[src/sv/hfb_pkg.sv]
package hfb_pkg;

    localparam int MAX_REFS  = 64;
    localparam int MAX_SITES = 1024;
    localparam int FRAC_BITS = 10;
    localparam int LUT_SIZE  = 32;

    localparam int REF_W     = $clog2(MAX_REFS);
    localparam int SITE_W    = $clog2(MAX_SITES);
    localparam int CNT_W     = SITE_W + 1;
    localparam int NREF_W    = 7;
    localparam int VAL_W     = 32;
    localparam int CFG_W     = 17;
    localparam int CFG_IDX_W = 3;
    localparam int FWD_AW    = SITE_W + REF_W;
    localparam int BWD_AW    = REF_W + 1;
    localparam int ROW_W     = MAX_REFS + 1;

    typedef logic signed [VAL_W-1:0] val_t;

    localparam val_t NEG_INF = 32'sh8000_0000;
    localparam val_t POS_MAX = 32'sh7fff_ffff;
    localparam logic signed [VAL_W:0] S33_MIN = -33'sd2147483648;
    localparam logic signed [VAL_W:0] S33_MAX = 33'sd2147483647;

    localparam logic [1:0] ST_OK        = 2'd0;
    localparam logic [1:0] ST_NOT_READY = 2'd1;
    localparam logic [1:0] ST_RANGE     = 2'd2;

    localparam logic [CFG_IDX_W-1:0] CFG_NUM_REFS     = 3'd0;
    localparam logic [CFG_IDX_W-1:0] CFG_MATCH_EMIT   = 3'd1;
    localparam logic [CFG_IDX_W-1:0] CFG_MISMATCH_EMIT = 3'd2;
    localparam logic [CFG_IDX_W-1:0] CFG_STAY         = 3'd3;
    localparam logic [CFG_IDX_W-1:0] CFG_SWITCH       = 3'd4;

    // ln(1+exp(-k/4)) in q16
    localparam logic [15:0] LSE_LUT [LUT_SIZE] = '{
        16'd45426, 16'd37745, 16'd31069, 16'd25354, 16'd20530, 16'd16510, 16'd13200, 16'd10500,
        16'd8318,  16'd6567,  16'd5170,  16'd4061,  16'd3184,  16'd2493,  16'd1950,  16'd1523,
        16'd1189,  16'd928,   16'd724,   16'd565,   16'd440,   16'd343,   16'd267,   16'd208,
        16'd162,   16'd126,   16'd98,    16'd77,    16'd60,    16'd47,    16'd36,    16'd28
    };

    typedef enum logic [4:0] {
        S_IDLE, S_RESP,
        S_F0_RD, S_F0_LAT, S_F0_WR,
        S_FS_RD, S_FS_LAT, S_FI_INIT, S_FI_RD, S_FI_ADD, S_FI_LSE, S_FI_WR,
        S_B_INIT,
        S_N_INIT, S_N1_RD, S_N1_ADD, S_N1_LSE, S_N2_RD, S_N2_ADD, S_N2_WR,
        S_BS_RD, S_BS_LAT, S_BI_INIT, S_BI_RD, S_BI_ADD, S_BI_LSE, S_BI_WR
    } state_t;

    typedef enum logic [1:0] {FW_EMIT, FW_ACC_EMIT, FW_NORM} fwd_wsel_t;
    typedef enum logic {BW_ZERO, BW_ACC} bwd_wsel_t;
    typedef enum logic [1:0] {ACC_HOLD, ACC_CLR, ACC_LSE} acc_op_t;
    typedef enum logic [1:0] {TERM_HOLD, TERM_FWD_TR, TERM_FWD_BWD, TERM_BWD_TR_EMIT} term_op_t;

    typedef struct packed {
        logic              site_we;
        logic [SITE_W-1:0] site_waddr;
        logic [SITE_W-1:0] site_raddr;
        logic              latch_site;
        logic              fwd_we;
        logic [FWD_AW-1:0] fwd_waddr;
        fwd_wsel_t         fwd_wsel;
        logic [FWD_AW-1:0] fwd_raddr;
        logic              fwd_raddr_req;
        logic              bwd_we;
        logic [BWD_AW-1:0] bwd_waddr;
        bwd_wsel_t         bwd_wsel;
        logic [BWD_AW-1:0] bwd_raddr;
        acc_op_t           acc_op;
        term_op_t          term_op;
        logic [REF_W-1:0]  emit_idx;
        logic              tr_same;
        logic              req_capture;
        logic              out_load;
        logic              results_ready;
        logic [CNT_W-1:0]  site_count;
    } cmd_t;

    function automatic val_t sat33(input logic signed [VAL_W:0] s);
        if (s <= S33_MIN)
            return NEG_INF;
        if (s > S33_MAX)
            return POS_MAX;
        return s[VAL_W-1:0];
    endfunction

    function automatic val_t sat_add(input val_t a, input val_t b);
        logic signed [VAL_W:0] s;
        s = {a[VAL_W-1], a} + {b[VAL_W-1], b};
        if (a == NEG_INF || b == NEG_INF)
            return NEG_INF;
        return sat33(s);
    endfunction

    function automatic val_t sat_sub(input val_t a, input val_t b);
        logic signed [VAL_W:0] s;
        s = {a[VAL_W-1], a} - {b[VAL_W-1], b};
        if (a == NEG_INF || b == NEG_INF)
            return NEG_INF;
        return sat33(s);
    endfunction

    function automatic logic [15:0] lse_term(input logic [4:0] idx);
        logic [31:0] q;
        q = 32'(LSE_LUT[idx]);
        return 16'(((q << FRAC_BITS) + 32'd32768) >> 16);
    endfunction

    function automatic val_t lse(input val_t x, input val_t y);
        val_t hi;
        val_t lo;
        logic [VAL_W:0] d;
        logic [VAL_W:0] k;
        logic [15:0] term;
        logic signed [VAL_W:0] s;
        hi = (x > y) ? x : y;
        lo = (x > y) ? y : x;
        d = {hi[VAL_W-1], hi} - {lo[VAL_W-1], lo};
        k = d >> (FRAC_BITS - 2);
        term = (k < LUT_SIZE) ? lse_term(k[4:0]) : 16'd0;
        s = {hi[VAL_W-1], hi} + $signed({17'd0, term});
        if (x == NEG_INF)
            return y;
        if (y == NEG_INF)
            return x;
        return sat33(s);
    endfunction

endpackage

[src/sv/hfb_ctrl.sv]
module hfb_ctrl (
    input  logic          clk,
    input  logic          rst_n,
    input  logic          in_valid,
    input  logic          in_type,
    input  logic          in_last,
    output logic          in_ready,
    output logic          out_valid,
    input  logic          out_ready,
    input  logic [6:0]    n_eff,
    output hfb_pkg::cmd_t cmd
);
    import hfb_pkg::*;

    state_t             state_reg, state_next;
    logic [SITE_W-1:0]  t_reg, t_next;
    logic [NREF_W-1:0]  o_reg, o_next;
    logic [NREF_W-1:0]  k_reg, k_next;
    logic [NREF_W-1:0]  n_reg, n_next;
    logic [CNT_W-1:0]   cnt_reg, cnt_next;
    logic               rdy_reg, rdy_next;
    logic               col_reg, col_next;
    logic               out_valid_reg, out_valid_next;

    logic               in_xfer, o_last, k_last, stored;
    logic [CNT_W-1:0]   base_cnt;

    assign in_ready = (state_reg == S_IDLE) && (!in_type || !out_valid_reg || out_ready);
    assign in_xfer  = in_valid && in_ready;
    assign o_last   = (o_reg + NREF_W'(1)) == n_reg;
    assign k_last   = (k_reg + NREF_W'(1)) == n_reg;
    assign base_cnt = rdy_reg ? '0 : cnt_reg;
    assign stored   = base_cnt < CNT_W'(MAX_SITES);
    assign out_valid = out_valid_reg;

    // next state
    always_comb
    begin
        state_next = state_reg;
        case (state_reg)
            S_IDLE:
            begin
                if (in_xfer && in_type)
                    state_next = S_RESP;
                else if (in_xfer && in_last)
                    state_next = S_F0_RD;
            end
            S_RESP:    state_next = S_IDLE;
            S_F0_RD:   state_next = S_F0_LAT;
            S_F0_LAT:  state_next = S_F0_WR;
            S_F0_WR:
            begin
                if (o_last)
                    state_next = (cnt_reg > CNT_W'(1)) ? S_FS_RD : S_B_INIT;
            end
            S_FS_RD:   state_next = S_FS_LAT;
            S_FS_LAT:  state_next = S_FI_INIT;
            S_FI_INIT: state_next = S_FI_RD;
            S_FI_RD:   state_next = S_FI_ADD;
            S_FI_ADD:  state_next = S_FI_LSE;
            S_FI_LSE:  state_next = k_last ? S_FI_WR : S_FI_RD;
            S_FI_WR:
            begin
                if (!o_last)
                    state_next = S_FI_INIT;
                else if (({1'b0, t_reg} + CNT_W'(1)) == cnt_reg)
                    state_next = S_B_INIT;
                else
                    state_next = S_FS_RD;
            end
            S_B_INIT:  state_next = o_last ? S_N_INIT : S_B_INIT;
            S_N_INIT:  state_next = S_N1_RD;
            S_N1_RD:   state_next = S_N1_ADD;
            S_N1_ADD:  state_next = S_N1_LSE;
            S_N1_LSE:  state_next = o_last ? S_N2_RD : S_N1_RD;
            S_N2_RD:   state_next = S_N2_ADD;
            S_N2_ADD:  state_next = S_N2_WR;
            S_N2_WR:
            begin
                if (!o_last)
                    state_next = S_N2_RD;
                else
                    state_next = (t_reg == '0) ? S_IDLE : S_BS_RD;
            end
            S_BS_RD:   state_next = S_BS_LAT;
            S_BS_LAT:  state_next = S_BI_INIT;
            S_BI_INIT: state_next = S_BI_RD;
            S_BI_RD:   state_next = S_BI_ADD;
            S_BI_ADD:  state_next = S_BI_LSE;
            S_BI_LSE:  state_next = k_last ? S_BI_WR : S_BI_RD;
            S_BI_WR:   state_next = o_last ? S_N_INIT : S_BI_INIT;
            default:   state_next = S_IDLE;
        endcase
    end

    // counters and flags
    always_comb
    begin
        t_next         = t_reg;
        o_next         = o_reg;
        k_next         = k_reg;
        n_next         = n_reg;
        cnt_next       = cnt_reg;
        rdy_next       = rdy_reg;
        col_next       = col_reg;
        out_valid_next = out_valid_reg;
        if (out_ready)
            out_valid_next = 1'b0;
        case (state_reg)
            S_IDLE:
            begin
                if (in_xfer && !in_type)
                begin
                    rdy_next = 1'b0;
                    cnt_next = stored ? base_cnt + CNT_W'(1) : base_cnt;
                    t_next   = '0;
                    o_next   = '0;
                    n_next   = n_eff;
                    col_next = 1'b0;
                end
            end
            S_RESP:    out_valid_next = 1'b1;
            S_F0_LAT, S_FS_LAT, S_N_INIT, S_BS_LAT: o_next = '0;
            S_F0_WR:
            begin
                o_next = o_last ? '0 : o_reg + NREF_W'(1);
                if (o_last && cnt_reg > CNT_W'(1))
                    t_next = SITE_W'(1);
            end
            S_FI_INIT, S_BI_INIT: k_next = '0;
            S_FI_LSE, S_BI_LSE:   k_next = k_reg + NREF_W'(1);
            S_FI_WR:
            begin
                o_next = o_last ? '0 : o_reg + NREF_W'(1);
                if (o_last && (({1'b0, t_reg} + CNT_W'(1)) != cnt_reg))
                    t_next = t_reg + SITE_W'(1);
            end
            S_B_INIT, S_N1_LSE:   o_next = o_last ? '0 : o_reg + NREF_W'(1);
            S_N2_WR:
            begin
                o_next = o_last ? '0 : o_reg + NREF_W'(1);
                if (o_last && t_reg == '0)
                    rdy_next = 1'b1;
            end
            S_BI_WR:
            begin
                o_next = o_last ? '0 : o_reg + NREF_W'(1);
                if (o_last)
                begin
                    col_next = !col_reg;
                    t_next   = t_reg - SITE_W'(1);
                end
            end
            default: ;
        endcase
    end

    // command outputs
    always_comb
    begin
        cmd               = '0;
        cmd.site_waddr    = base_cnt[SITE_W-1:0];
        cmd.site_raddr    = t_reg;
        cmd.fwd_waddr     = {t_reg, o_reg[REF_W-1:0]};
        cmd.fwd_raddr     = {t_reg, o_reg[REF_W-1:0]};
        cmd.fwd_wsel      = FW_EMIT;
        cmd.bwd_wsel      = BW_ZERO;
        cmd.bwd_waddr     = {col_reg, o_reg[REF_W-1:0]};
        cmd.bwd_raddr     = {col_reg, o_reg[REF_W-1:0]};
        cmd.acc_op        = ACC_HOLD;
        cmd.term_op       = TERM_HOLD;
        cmd.emit_idx      = o_reg[REF_W-1:0];
        cmd.tr_same       = (o_reg == k_reg);
        cmd.results_ready = rdy_reg;
        cmd.site_count    = cnt_reg;
        case (state_reg)
            S_IDLE:
            begin
                cmd.site_we       = in_xfer && !in_type && stored;
                cmd.fwd_raddr_req = 1'b1;
                cmd.req_capture   = in_xfer && in_type;
            end
            S_RESP:    cmd.out_load = 1'b1;
            S_F0_LAT, S_FS_LAT, S_BS_LAT: cmd.latch_site = 1'b1;
            S_F0_WR:   cmd.fwd_we = 1'b1;
            S_FI_INIT, S_N_INIT, S_BI_INIT: cmd.acc_op = ACC_CLR;
            S_FI_RD:   cmd.fwd_raddr = {t_reg - SITE_W'(1), k_reg[REF_W-1:0]};
            S_FI_ADD:  cmd.term_op = TERM_FWD_TR;
            S_FI_LSE, S_N1_LSE, S_BI_LSE: cmd.acc_op = ACC_LSE;
            S_FI_WR:
            begin
                cmd.fwd_we   = 1'b1;
                cmd.fwd_wsel = FW_ACC_EMIT;
            end
            S_B_INIT:  cmd.bwd_we = 1'b1;
            S_N1_ADD, S_N2_ADD: cmd.term_op = TERM_FWD_BWD;
            S_N2_WR:
            begin
                cmd.fwd_we   = 1'b1;
                cmd.fwd_wsel = FW_NORM;
            end
            S_BI_RD:   cmd.bwd_raddr = {col_reg, k_reg[REF_W-1:0]};
            S_BI_ADD:
            begin
                cmd.term_op  = TERM_BWD_TR_EMIT;
                cmd.emit_idx = k_reg[REF_W-1:0];
            end
            S_BI_WR:
            begin
                cmd.bwd_we    = 1'b1;
                cmd.bwd_wsel  = BW_ACC;
                cmd.bwd_waddr = {!col_reg, o_reg[REF_W-1:0]};
            end
            default: ;
        endcase
    end

    always_ff @(posedge clk or negedge rst_n)
    begin
        if (!rst_n)
        begin
            state_reg     <= S_IDLE;
            t_reg         <= '0;
            o_reg         <= '0;
            k_reg         <= '0;
            n_reg         <= '0;
            cnt_reg       <= '0;
            rdy_reg       <= 1'b0;
            col_reg       <= 1'b0;
            out_valid_reg <= 1'b0;
        end
        else
        begin
            state_reg     <= state_next;
            t_reg         <= t_next;
            o_reg         <= o_next;
            k_reg         <= k_next;
            n_reg         <= n_next;
            cnt_reg       <= cnt_next;
            rdy_reg       <= rdy_next;
            col_reg       <= col_next;
            out_valid_reg <= out_valid_next;
        end
    end

    a_read_resp: assert property (@(posedge clk) disable iff (!rst_n)
        (in_xfer && in_type) |=> (state_reg == S_RESP))
        else $error("read transfer not followed by response load");

    a_ready_idle: assert property (@(posedge clk) disable iff (!rst_n)
        (rdy_reg && state_reg != S_IDLE) |-> (state_reg == S_RESP))
        else $error("results flagged ready while passes run");

    a_inner_range: assert property (@(posedge clk) disable iff (!rst_n)
        (state_reg == S_FI_RD || state_reg == S_BI_RD) |-> (k_reg < n_reg))
        else $error("inner index beyond reference count");

    a_fwd_port: assert property (@(posedge clk) disable iff (!rst_n)
        !(cmd.fwd_we && cmd.fwd_raddr_req))
        else $error("posterior write during request read");
endmodule

[config.mk]
export PLATFORM = sky130hd
export DESIGN_NAME = hfb_ctrl
export DESIGN_NICKNAME = d
export VERILOG_FILES = /design/src/sv/hfb_pkg.sv /design/src/sv/hfb_ctrl.sv
export SDC_FILE = /design/constraint.sdc
export NUM_CORES = 1
export LEC_CHECK = 0
export CORE_MARGIN = 5
export CORE_UTILIZATION = 36
export CTS_BUF_LIST = sky130_fd_sc_hd__clkbuf_2
export CTS_CLUSTER_DIAMETER = 150
export DETAILED_ROUTE_END_ITERATION = 10
export DONT_BUFFER_PORTS = 1
export GPL_TIMING_DRIVEN = 0
export PLACE_DENSITY = 0.6
export SLEW_MARGIN = 20
export SYNTH_ARGS = -nofsm -noshare
export SYNTH_HDL_FRONTEND = slang
export SYNTH_SLANG_ARGS = --single-unit
export TNS_END_PERCENT = 10
[constraint.sdc]
create_clock -name clk -period 5.6 [get_ports clk]
set_clock_uncertainty 0.2 [all_clocks]
set_input_delay 1.12 -clock clk [delete_from_list [all_inputs] [get_ports clk]]
set_output_delay 1.12 -clock clk [all_outputs]
set_load 0.005 [all_outputs]
==> flow_summary_export.csv, run 1 <==
group,metric,value,unit
placement,place_congestion,0.905,
timing,setup_viol,0,
detailed_routing,firstDrtPassIters,5,
timing,max_freq,225,MHz
timing,post-route-period-util,0.792,
timing,hold_ws,0.0391,ns
cts,ctsResizeCount,0,
timing,worst-slew-pin-transition,0.943,ns
global_routing,grt_overflow,0,
global_routing,grt_pass1_vias,4362,
critical_path,critPathRequiredTime,4.28,ns
detailed_routing,topRoutingLayerUsed,"met4",
yosys,ys_warn_count,0,
floorplanning,dieHeight,124,um
global_routing,grtUsageTotal,0.197,
yosys,syn_inst,614,
yosys,ys_seq_area_frac,0.268,
detailed_routing,wl_met2,7210,um
final_layout,synthToLayoutAreaGrowth,5.61,%
detailed_routing,wl_met1,6770,um
floorplanning,core,12700,um2
timing,fin_crit,4.44,ns
yosys,avgSynthCellArea,7.59,um2
floorplanning,rows,41,
yosys,syn_area,4660,um2
cts,numCtsBuffers,5,
detailed_routing,drc_errors,0,
critical_path,cp_max_fo,8,
floorplanning,die_area,15300,um2
run,drv_cap,0,
cts,post_cts_buffers,0,
placement,portBuffers,0,
critical_path,crit_type,"register to output pin",
detailed_routing,wirelength,15400,um
yosys,netlist-cell-type-count,58,
detailed_routing,met3_length,1190,um
critical_path,arrival,3.11,ns
power_and_ir_drop,power_density,378,nW/um2
detailed_routing,wl_per_cell,19.4,um
cts,clk_pin_slew,0.34,ns
power_and_ir_drop,design_power_total,1.86,mW
final_layout,n_antenna_cell,0,
yosys,syn-num-nets,633,
timing,relSlewSlack,0.365,
yosys,async_reset_ff_frac,1.00,
timing,slew_violations,0,
floorplanning,initial_core_util,0.368,
timing,tns,0,ns
detailed_routing,routed_via_density,5.77,
global_routing,grt_max_degree,51,
final_layout,multi_input_area,2920,um2
final_layout,largest_register_ffs,11,
power_and_ir_drop,vdd_drop_max,167,uV
cts,ctsHoldBuffers,0,
global_routing,grt_antenna_before_repair,0,
cts,htree_levels,2,
timing,rsz0062_at_grt,"no",
yosys,synth_ff_type,"dfrtp_1",
cts,cts_root_buffer,"clkbuf_2",
cts,clk_path_buf_depth,2,
detailed_routing,ant_nets,0,
status,status,"finished clean",
final_layout,fillers,1339,
critical_path,endpoint_kind,"output pin",
global_routing,grt_pass1_wl,23800,um
final_layout,drive_gt1_frac,0.114,
cts,cts_tree,"done",
detailed_routing,drtIter0Drc,387,
final_layout,nets,640,
final_layout,regArea,1250,um2
cts,cts_sinks,50,
critical_path,cp-start-kind,"register",
detailed_routing,vias,4579,
floorplanning,chipWidth,124,um
yosys,synth_edf_count,0,
floorplanning,ios,114,
final_layout,post-route-util,0.389,
power_and_ir_drop,p_leak,2.20,nW
yosys,synth-seq-cells,50,
placement,dp_hpwl,11500,um
min_path,hp-class,"input pin to asynchronous set/reset pin",
timing,hold_viol_final,0,
cts,clock_latency,0.50,ns
Yosys cell counts, types with 17 or more instances:
cell type / number / area share
inv_1: 17 / 0.014
buf_4: 25 / 0.040
nor2_1: 36 / 0.029
nand3_1: 26 / 0.028
dfrtp_1: 50 / 0.27
o21ai_0: 36 / 0.039
clkbuf_1: 34 / 0.027
nor3_1: 24 / 0.026
xnor2_1: 31 / 0.058
xor2_1: 20 / 0.038
a31oi_1: 22 / 0.030
nand2_1: 87 / 0.070
a21oi_1: 21 / 0.023
area by class of cell:
type / instances / share of cell area
Sequential cell: 50 / 0.254
Multi-Input combinational cell: 468 / 0.592
Tap cell: 172 / 0.0437
Clock buffer: 5 / 0.00508
Clock inverter: 3 / 0.00432
Inverter: 17 / 0.0130
Buffer: 79 / 0.0874
metrics by stage:
stage	instances	setup WS, ns	cell area (um2)
final	794	1.17	4920
after global routing	794	0.959	4920
after CTS	794	1.16	4920
after detailed placement	786	1.75	4880
after global placement	786	1.76	4880
after floorplan	614	2.08	4660
power by group:
group | total [mW] | switching [mW] | leakage [nW] | internal (mW)
Clock | 0.173 | 0.141 | 0.0306 | 0.0315
Sequential | 0.539 | 0.102 | 0.635 | 0.437
Combinational | 1.15 | 0.706 | 1.53 | 0.446
final timing paths:
check / from / slack [ns] / endpoint / cells after the start
setup / recovery: t_reg[0] / 1.17 / cmd[56] / 8
max in group asynchronous: rst_n / 5.01 / state_reg[2] / 0
min in group clk: k_reg[6] / 0.38 / k_reg[6] / 1
setup reg to reg: o_reg[2] / 2.06 / state_reg[4] / 8
hold / removal: rst_n / 0.04 / k_reg[6] / 0
hold reg to reg: k_reg[6] / 0.38 / k_reg[6] / 1
kinds of logic after synthesis:
group	share of synthesized area
multiplexers	0.0427
flip-flops	0.268
XOR/XNOR	0.105
adder cells (fa/ha/maj)	0.0161
AO/OA/AOI/OAI	0.203
AND/OR/NAND/NOR	0.258
buffers and inverters	0.106
critical path: stages, from the launching register on:
cell     delay [ns]
dfrtp_1        0.51
buf_2          0.21
inv_1          0.11
ha_1           0.23
or3b_2         0.53
or3_1          0.41
nor3_1         0.31
nand2_1        0.13
xnor2_1        0.24
placed cells by master, fill, tap and decap left out, types with 10 or more instances in the layout:
cell type  count
nand3_1       26
buf_4         25
o21ai_0       36
clkbuf_1      34
inv_1         17
nand2_1       87
nor2_1        36
buf_2         14
a21oi_1       21
dfrtp_1       50
a31oi_1       22
xor2_1        20
nor2b_1       15
mux2_2        15
nor3_1        24
xnor2_1       31
nand2b_1      12
and3_1        10
per-layer routing:
layer | vias up | track usage
met3 | 19 | 0.0459
met1 | 2189 | 0.261
met5 | - | 0
met4 | 0 | 0.0450
met2 | 201 | 0.326
li1 | 2170 | -
Power figures use the tool's default switching activity.
==> run 2, diff against run 1 <==
--- a/config.mk
+++ b/config.mk
@@ -12,7 +12,7 @@
 export DETAILED_ROUTE_END_ITERATION = 10
 export DONT_BUFFER_PORTS = 1
 export GPL_TIMING_DRIVEN = 0
-export PLACE_DENSITY = 0.6
+export PLACE_DENSITY = 0.62
 export SLEW_MARGIN = 20
 export SYNTH_ARGS = -nofsm -noshare
 export SYNTH_HDL_FRONTEND = slang
==> constraint.sdc (replaced) <==
create_clock -name clk -period 4 [get_ports clk]
set_clock_uncertainty 0.2 [all_clocks]
set_input_delay 0.8 -clock clk [delete_from_list [all_inputs] [get_ports clk]]
set_output_delay 0.8 -clock clk [all_outputs]
set_load 0.005 [all_outputs]
==> run 2 against run 1 <==
Compared with the run above:
- clock power up 49%
- largest cell class unchanged
- die area unchanged
- sequential share of layout area down 0.34 points
- count of clock-buffer cells in the layout unchanged
- flip-flop and latch count unchanged
- critical path depth unchanged
- power up 42%
==> flow_summary_export.csv, run 2 (same netlist as run 1, synthesis figures left out) <==
group,metric,value,unit
status,status,"finished clean",
timing,worst-slew-pin-transition,0.987,ns
final_layout,layout_common_cells,"nand2_1, dfrtp_1, nor2_1, o21ai_0, clkbuf_1",
final_layout,drive_gt1_frac,0.127,
placement,portBuffers,0,
final_layout,post-route-util,0.394,
timing,rsz0062_at_grt,"yes",
detailed_routing,firstDrtPassIters,5,
critical_path,endpoint_kind,"output pin",
floorplanning,die_area,15300,um2
detailed_routing,wl_per_cell,19.2,um
min_path,hp-class,"input pin to register",
final_layout,largest_register_ffs,11,
cts,cts_root_buffer,"clkbuf_2",
detailed_routing,drc_errors,0,
power_and_ir_drop,power_density,529,nW/um2
timing,setup_viol,0,
final_layout,n_antenna_cell,0,
floorplanning,dieHeight,124,um
critical_path,rrSetupSlack,0.56,ns
cts,clk_path_buf_depth,2,
placement,dp_hpwl,11500,um
final_layout,layout.cells.non_filler,796,
cts,cts_tree,"done",
cts,clk_pin_slew,0.31,ns
global_routing,grt_pass1_wl,24400,um
global_routing,grt_antenna_before_repair,0,
floorplanning,ios,114,
global_routing,grtUsageTotal,0.200,
cts,cts_sinks,50,
power_and_ir_drop,vdd_drop_max,213,uV
cts,post_cts_buffers,0,
timing,hold_viol_final,0,
timing,slew_violations,0,
critical_path,crit_type,"register to output pin",
detailed_routing,drtIter0Drc,366,
timing,relSlewSlack,0.336,
final_layout,nets,642,
timing,post-route-period-util,0.990,
cts,htree_levels,2,
placement,dpl.cell_count,786,
critical_path,cp_max_fo,8,
floorplanning,rows,41,
placement,place_congestion,0.917,
global_routing,grt_pass1_vias,4474,
cts,clock_latency,0.51,ns
detailed_routing,vias,4644,
final_layout,synthToLayoutAreaGrowth,7.14,%
global_routing,grt_overflow,0,
critical_path,critPathRequiredTime,3.00,ns
floorplanning,chipWidth,124,um
detailed_routing,wirelength,15300,um
floorplanning,initial_core_util,0.368,
timing,max_freq,252,MHz
detailed_routing,routed_via_density,5.83,
floorplanning,core,12700,um2
cts,numCtsBuffers,5,
detailed_routing,ant_nets,0,
critical_path,arrival,2.96,ns
global_routing,grt_max_degree,51,
run,drv_cap,0,
final_layout,layout_commonest_cell,"nand2_1",
power_and_ir_drop,p_leak,2.23,nW
timing,fin_crit,3.96,ns
critical_path,cp-start-kind,"register",
[run 2: routing by layer]
layer	track usage	share of wire	up-vias	wire length [um]
met5	0	0	-	0
met4	0.0471	0.015	0	234
met3	0.0495	0.092	19	1410
met2	0.325	0.47	238	7130
met1	0.267	0.43	2217	6510
li1	-	-	2170	-
[run 2: path summary, 6_finish.rpt]
check / startpoint / endpoint / depth (start not counted)
worst min-delay path: n_eff[1] / n_reg[1] / 2
min in group asynchronous: rst_n / o_reg[4] / 2
worst max register to register: o_reg[2] / state_reg[4] / 8
max in group asynchronous: rst_n / t_reg[0] / 2
worst max-delay path: t_reg[0] / cmd[56] / 8
worst min register to register: k_reg[6] / k_reg[6] / 1
[run 2: area by class of cell]
type,instances,area [um2]
flip-flops and latches,50,1250
clock buffers,5,25.0
well taps,172,215
multi-input cells,468,2950
clock inverters,3,26.3
inverters,17,63.8
plain buffers,79,430
fillers,1333,7670
repair buffers,2,37.5
[run 2: repair_timing]
| action | CTS | global route |
|---|---|---|
| hold buffers | 2 | 0 |
| gates resized for setup | 2 | 4 |
| endpoints found under the hold margin | 50 | 0 |
| endpoints found under the setup margin | 8 | 12 |
[run 2: power breakdown]
group	total, mW	switching [mW]	leakage [nW]	internal, mW
clock network	0.258	0.207	0.0344	0.0516
registers	0.762	0.151	0.634	0.612
logic	1.62	0.993	1.56	0.630
[run 2: worst max-delay path, cell delays in order, from the launching register on]
cell and delay [ns]:
dfrtp_2 0.51, buf_2 0.19, inv_1 0.12, ha_1 0.24, or3b_2 0.52, or3_1 0.41
nor3_2 0.20, nand2_1 0.12, xnor2_2 0.19
[run 2: per-stage QoR]
stage / hold WS, ns / area, um2 / power [mW] / worst slack, ns / TNS, ns
after floorplan: 0.289 / 4660 / 1.95 / 0.800 / 0
final: 0.167 / 5000 / 2.64 / 0.0389 / 0
after detailed placement: 0.307 / 4880 / 2.35 / 0.503 / 0
after global placement: 0.307 / 4880 / 2.32 / 0.526 / 0
after CTS: 0.121 / 4980 / 2.64 / 0.00624 / 0
after global routing: 0.0995 / 5000 / 2.87 / -0.142 / -0.542
==> run 3, diff against run 2 <==
--- a/config.mk
+++ b/config.mk
@@ -5,6 +5,7 @@
 export SDC_FILE = /design/constraint.sdc
 export NUM_CORES = 1
 export LEC_CHECK = 0
+export ABC_AREA = 1
 export CORE_MARGIN = 5
 export CORE_UTILIZATION = 36
 export CTS_BUF_LIST = sky130_fd_sc_hd__clkbuf_2
==> run 3 against run 2 <==
Compared with the run above:
- final area decreased by 2.2%
- worst hold slack improved by 0.054 ns
- power decreased by 21%
- critical path depth decreased by 2
- core utilization decreased by 0.53 points
- setup slack improved by 0.35 ns
- flip-flop and latch count unchanged
- first-iteration DRC count increased by 4.1%
- final cell count increased by 12%
- critical endpoint is now cmd[50]
- largest cell class unchanged
- largest power group unchanged
==> flow_summary_export.csv, run 3 <==
group,metric,value,unit
timing,post-route-period-util,0.904,
yosys,yosys-top-cells-count,"nand2_1, inv_1, nand3_1",
floorplanning,chipWidth,123,um
timing,fin_crit,3.62,ns
power_and_ir_drop,netSwitchingFraction,0.507,
yosys,synth_most_common_cell,"nand2_1",
placement,portBuffers,0,
power_and_ir_drop,power_density,430,nW/um2
final_layout,n_antenna_cell,0,
detailed_routing,firstDrtPassIters,5,
timing,tns,0,ns
global_routing,grt_pass1_vias,4286,
final_layout,postLayoutCellArea,4890,um2
global_routing,grt_pass1_wl,22600,um
detailed_routing,vias,4623,
floorplanning,initial_core_util,0.366,
detailed_routing,routed_via_density,5.17,
yosys,ys_seq_area_frac,0.272,
timing,hold_viol_final,0,
timing,worst-slew-pin-transition,0.561,ns
cts,clk_pin_slew,0.26,ns
yosys,async_reset_ff_frac,1.00,
timing,hold_ws,0.221,ns
min_path,hold_depth,2,
run,drv_cap,0,
critical_path,rrSetupSlack,1.32,ns
power_and_ir_drop,vdd_drop_max,156,uV
power_and_ir_drop,p_switching,1.06,mW
global_routing,grt_antenna_before_repair,0,
yosys,avgSynthCellArea,6.44,um2
detailed_routing,wirelength,14500,um
timing,slew_violations,0,
cts,ctsResizeCount,0,
global_routing,grtUsageTotal,0.190,
global_routing,grt_max_degree,51,
cts,htree_levels,2,
detailed_routing,drc_errors,0,
yosys,yosys.area.top_type,"dfrtp_1",
yosys,ys_warn_count,0,
timing,fin_ws,0.385,ns
final_layout,synthToLayoutAreaGrowth,6.26,%
cts,cts_sinks,50,
global_routing,grt_overflow,0,
cts,clk_path_buf_depth,2,
detailed_routing,drtIter0Drc,381,
yosys,netlist-cell-type-count,38,
timing,relSlewSlack,0.626,
critical_path,endpoint_kind,"output pin",
status,status,"finished clean",
yosys,ys_top_cells_by_area,"dfrtp_1, nand2_1, nand3_1",
detailed_routing,wl_per_cell,16.2,um
timing,rsz0062_at_grt,"no",
timing,setup_viol,0,
power_and_ir_drop,pwr-share-clk,0.106,
critical_path,arrival,2.62,ns
critical_path,cp-start-kind,"register",
critical_path,cp_max_fo,10,
placement,dp_hpwl,11500,um
critical_path,critPathRequiredTime,3.00,ns
critical_path,rr_worst_depth,17,
yosys,synth_ff_type,"dfrtp_1",
cts,cts_root_buffer,"clkbuf_2",
cts,clock_latency,0.50,ns
final_layout,drive_gt1_frac,0.134,
floorplanning,die_area,15100,um2
cts,numCtsBuffers,5,
critical_path,crit_type,"register to output pin",
placement,dpl_cell_area,4820,um2
yosys,syn-num-nets,733,
power_and_ir_drop,p_comb_frac,0.568,
detailed_routing,ant_nets,0,
power_and_ir_drop,p_leak,2.35,nW
power_and_ir_drop,design_power_total,2.10,mW
floorplanning,ios,114,
final_layout,layout_common_cells,"nand2_1, inv_1, nand3_1",
floorplanning,rows,41,
power_and_ir_drop,cell_internal_pwr,1.04,mW
floorplanning,core,12600,um2
yosys,syn_area,4600,um2
final_layout,largest_register_ffs,11,
final_layout,nets,742,
cts,cts_tree,"done",
timing,max_freq,277,MHz
yosys,synthDominantCellAreaShare,0.272,
yosys,synth-seq-cells,50,
final_layout,layout_commonest_cell,"nand2_1",
min_path,hp-class,"input pin to register",
yosys,synth_edf_count,0,
placement,dp_slack,0.914,ns
floorplanning,dieHeight,123,um
yosys,syn_inst,714,
placement,place_congestion,0.926,
power_and_ir_drop,p_seq_frac,0.326,
-- run 3: cell types whose count changed after synthesis, moves of 16 or more --
cell	delta
inv_1	+63
nor2_1	+23
nand2_1	+126
o21ai_0	+16
clkbuf_1	-25
a31oi_1	-22
xnor2_1	-20
nand3_1	+37
-- run 3: repair_timing --
action                                 CTS  global route
endpoints found under the hold margin   50             0
hold buffers                             2             0
buffers inserted                         0             0
-- run 3: cell families (layout without fill, tap and decap cells) --
logic type | after synthesis | after routing | synth area share
AND/OR/NAND/NOR | 397 | 397 | 0.388
buffers and inverters | 137 | 146 | 0.146
AO/OA/AOI/OAI | 98 | 98 | 0.128
flip-flops | 50 | 50 | 0.272
XOR/XNOR | 26 | 26 | 0.0495
adder cells (fa/ha/maj) | 6 | 6 | 0.0163
-- run 3: critical path: stages (launching register included) --
cell,delay (ns)
dfrtp_1,0.55
nor2_4,0.21
nand2_4,0.10
nor2_2,0.44
inv_1,0.25
clkbuf_1,0.27
o21ai_0,0.30
-- run 3: power by group through the flow --
stage               Sequential (mW)  Combinational [mW]  Clock, mW
floorplan                     0.665               0.912          0
global placement              0.692                1.17          0
detailed placement            0.696                1.17          0
CTS                           0.685                1.19      0.232
global route                  0.697                1.32      0.251
finish                        0.685                1.19      0.222
-- run 3: layer usage --
layer / routed length [um] / share of wire / vias up / global-route usage
met5: 0 / 0 / - / 0
met4: 275 / 0.019 / 0 / 0.0491
met3: 1610 / 0.11 / 19 / 0.0668
met2: 6350 / 0.44 / 187 / 0.295
met1: 6230 / 0.43 / 2111 / 0.254
li1: - / - / 2306 / -
-- run 3: area by class of cell --
type | instances | area [um2]
Buffer | 50 | 343
Sequential cell | 50 | 1250
Inverter | 87 | 329
Multi-Input combinational cell | 527 | 2680
Clock buffer | 7 | 35.0
Tap cell | 172 | 215
Timing Repair Buffer | 2 | 37.5
Fill cell | 1385 | 7680
-- run 3: metrics by stage --
step / util / instances
finish: 0.389 / 895
global route: 0.389 / 895
CTS: 0.389 / 895
detailed placement: 0.383 / 886
global placement: 0.383 / 886
floorplan: - / 714
-- run 3: worst paths after layout --
| kind | from | end |
|---|---|---|
| setup reg to reg | t_reg[0] | t_reg[9] |
| max in group asynchronous | rst_n | cnt_reg[3] |
| setup / recovery | state_reg[1] | cmd[50] |
| hold / removal | n_eff[0] | n_reg[0] |
| min in group asynchronous | rst_n | cnt_reg[10] |
| hold reg to reg | col_reg | col_reg |
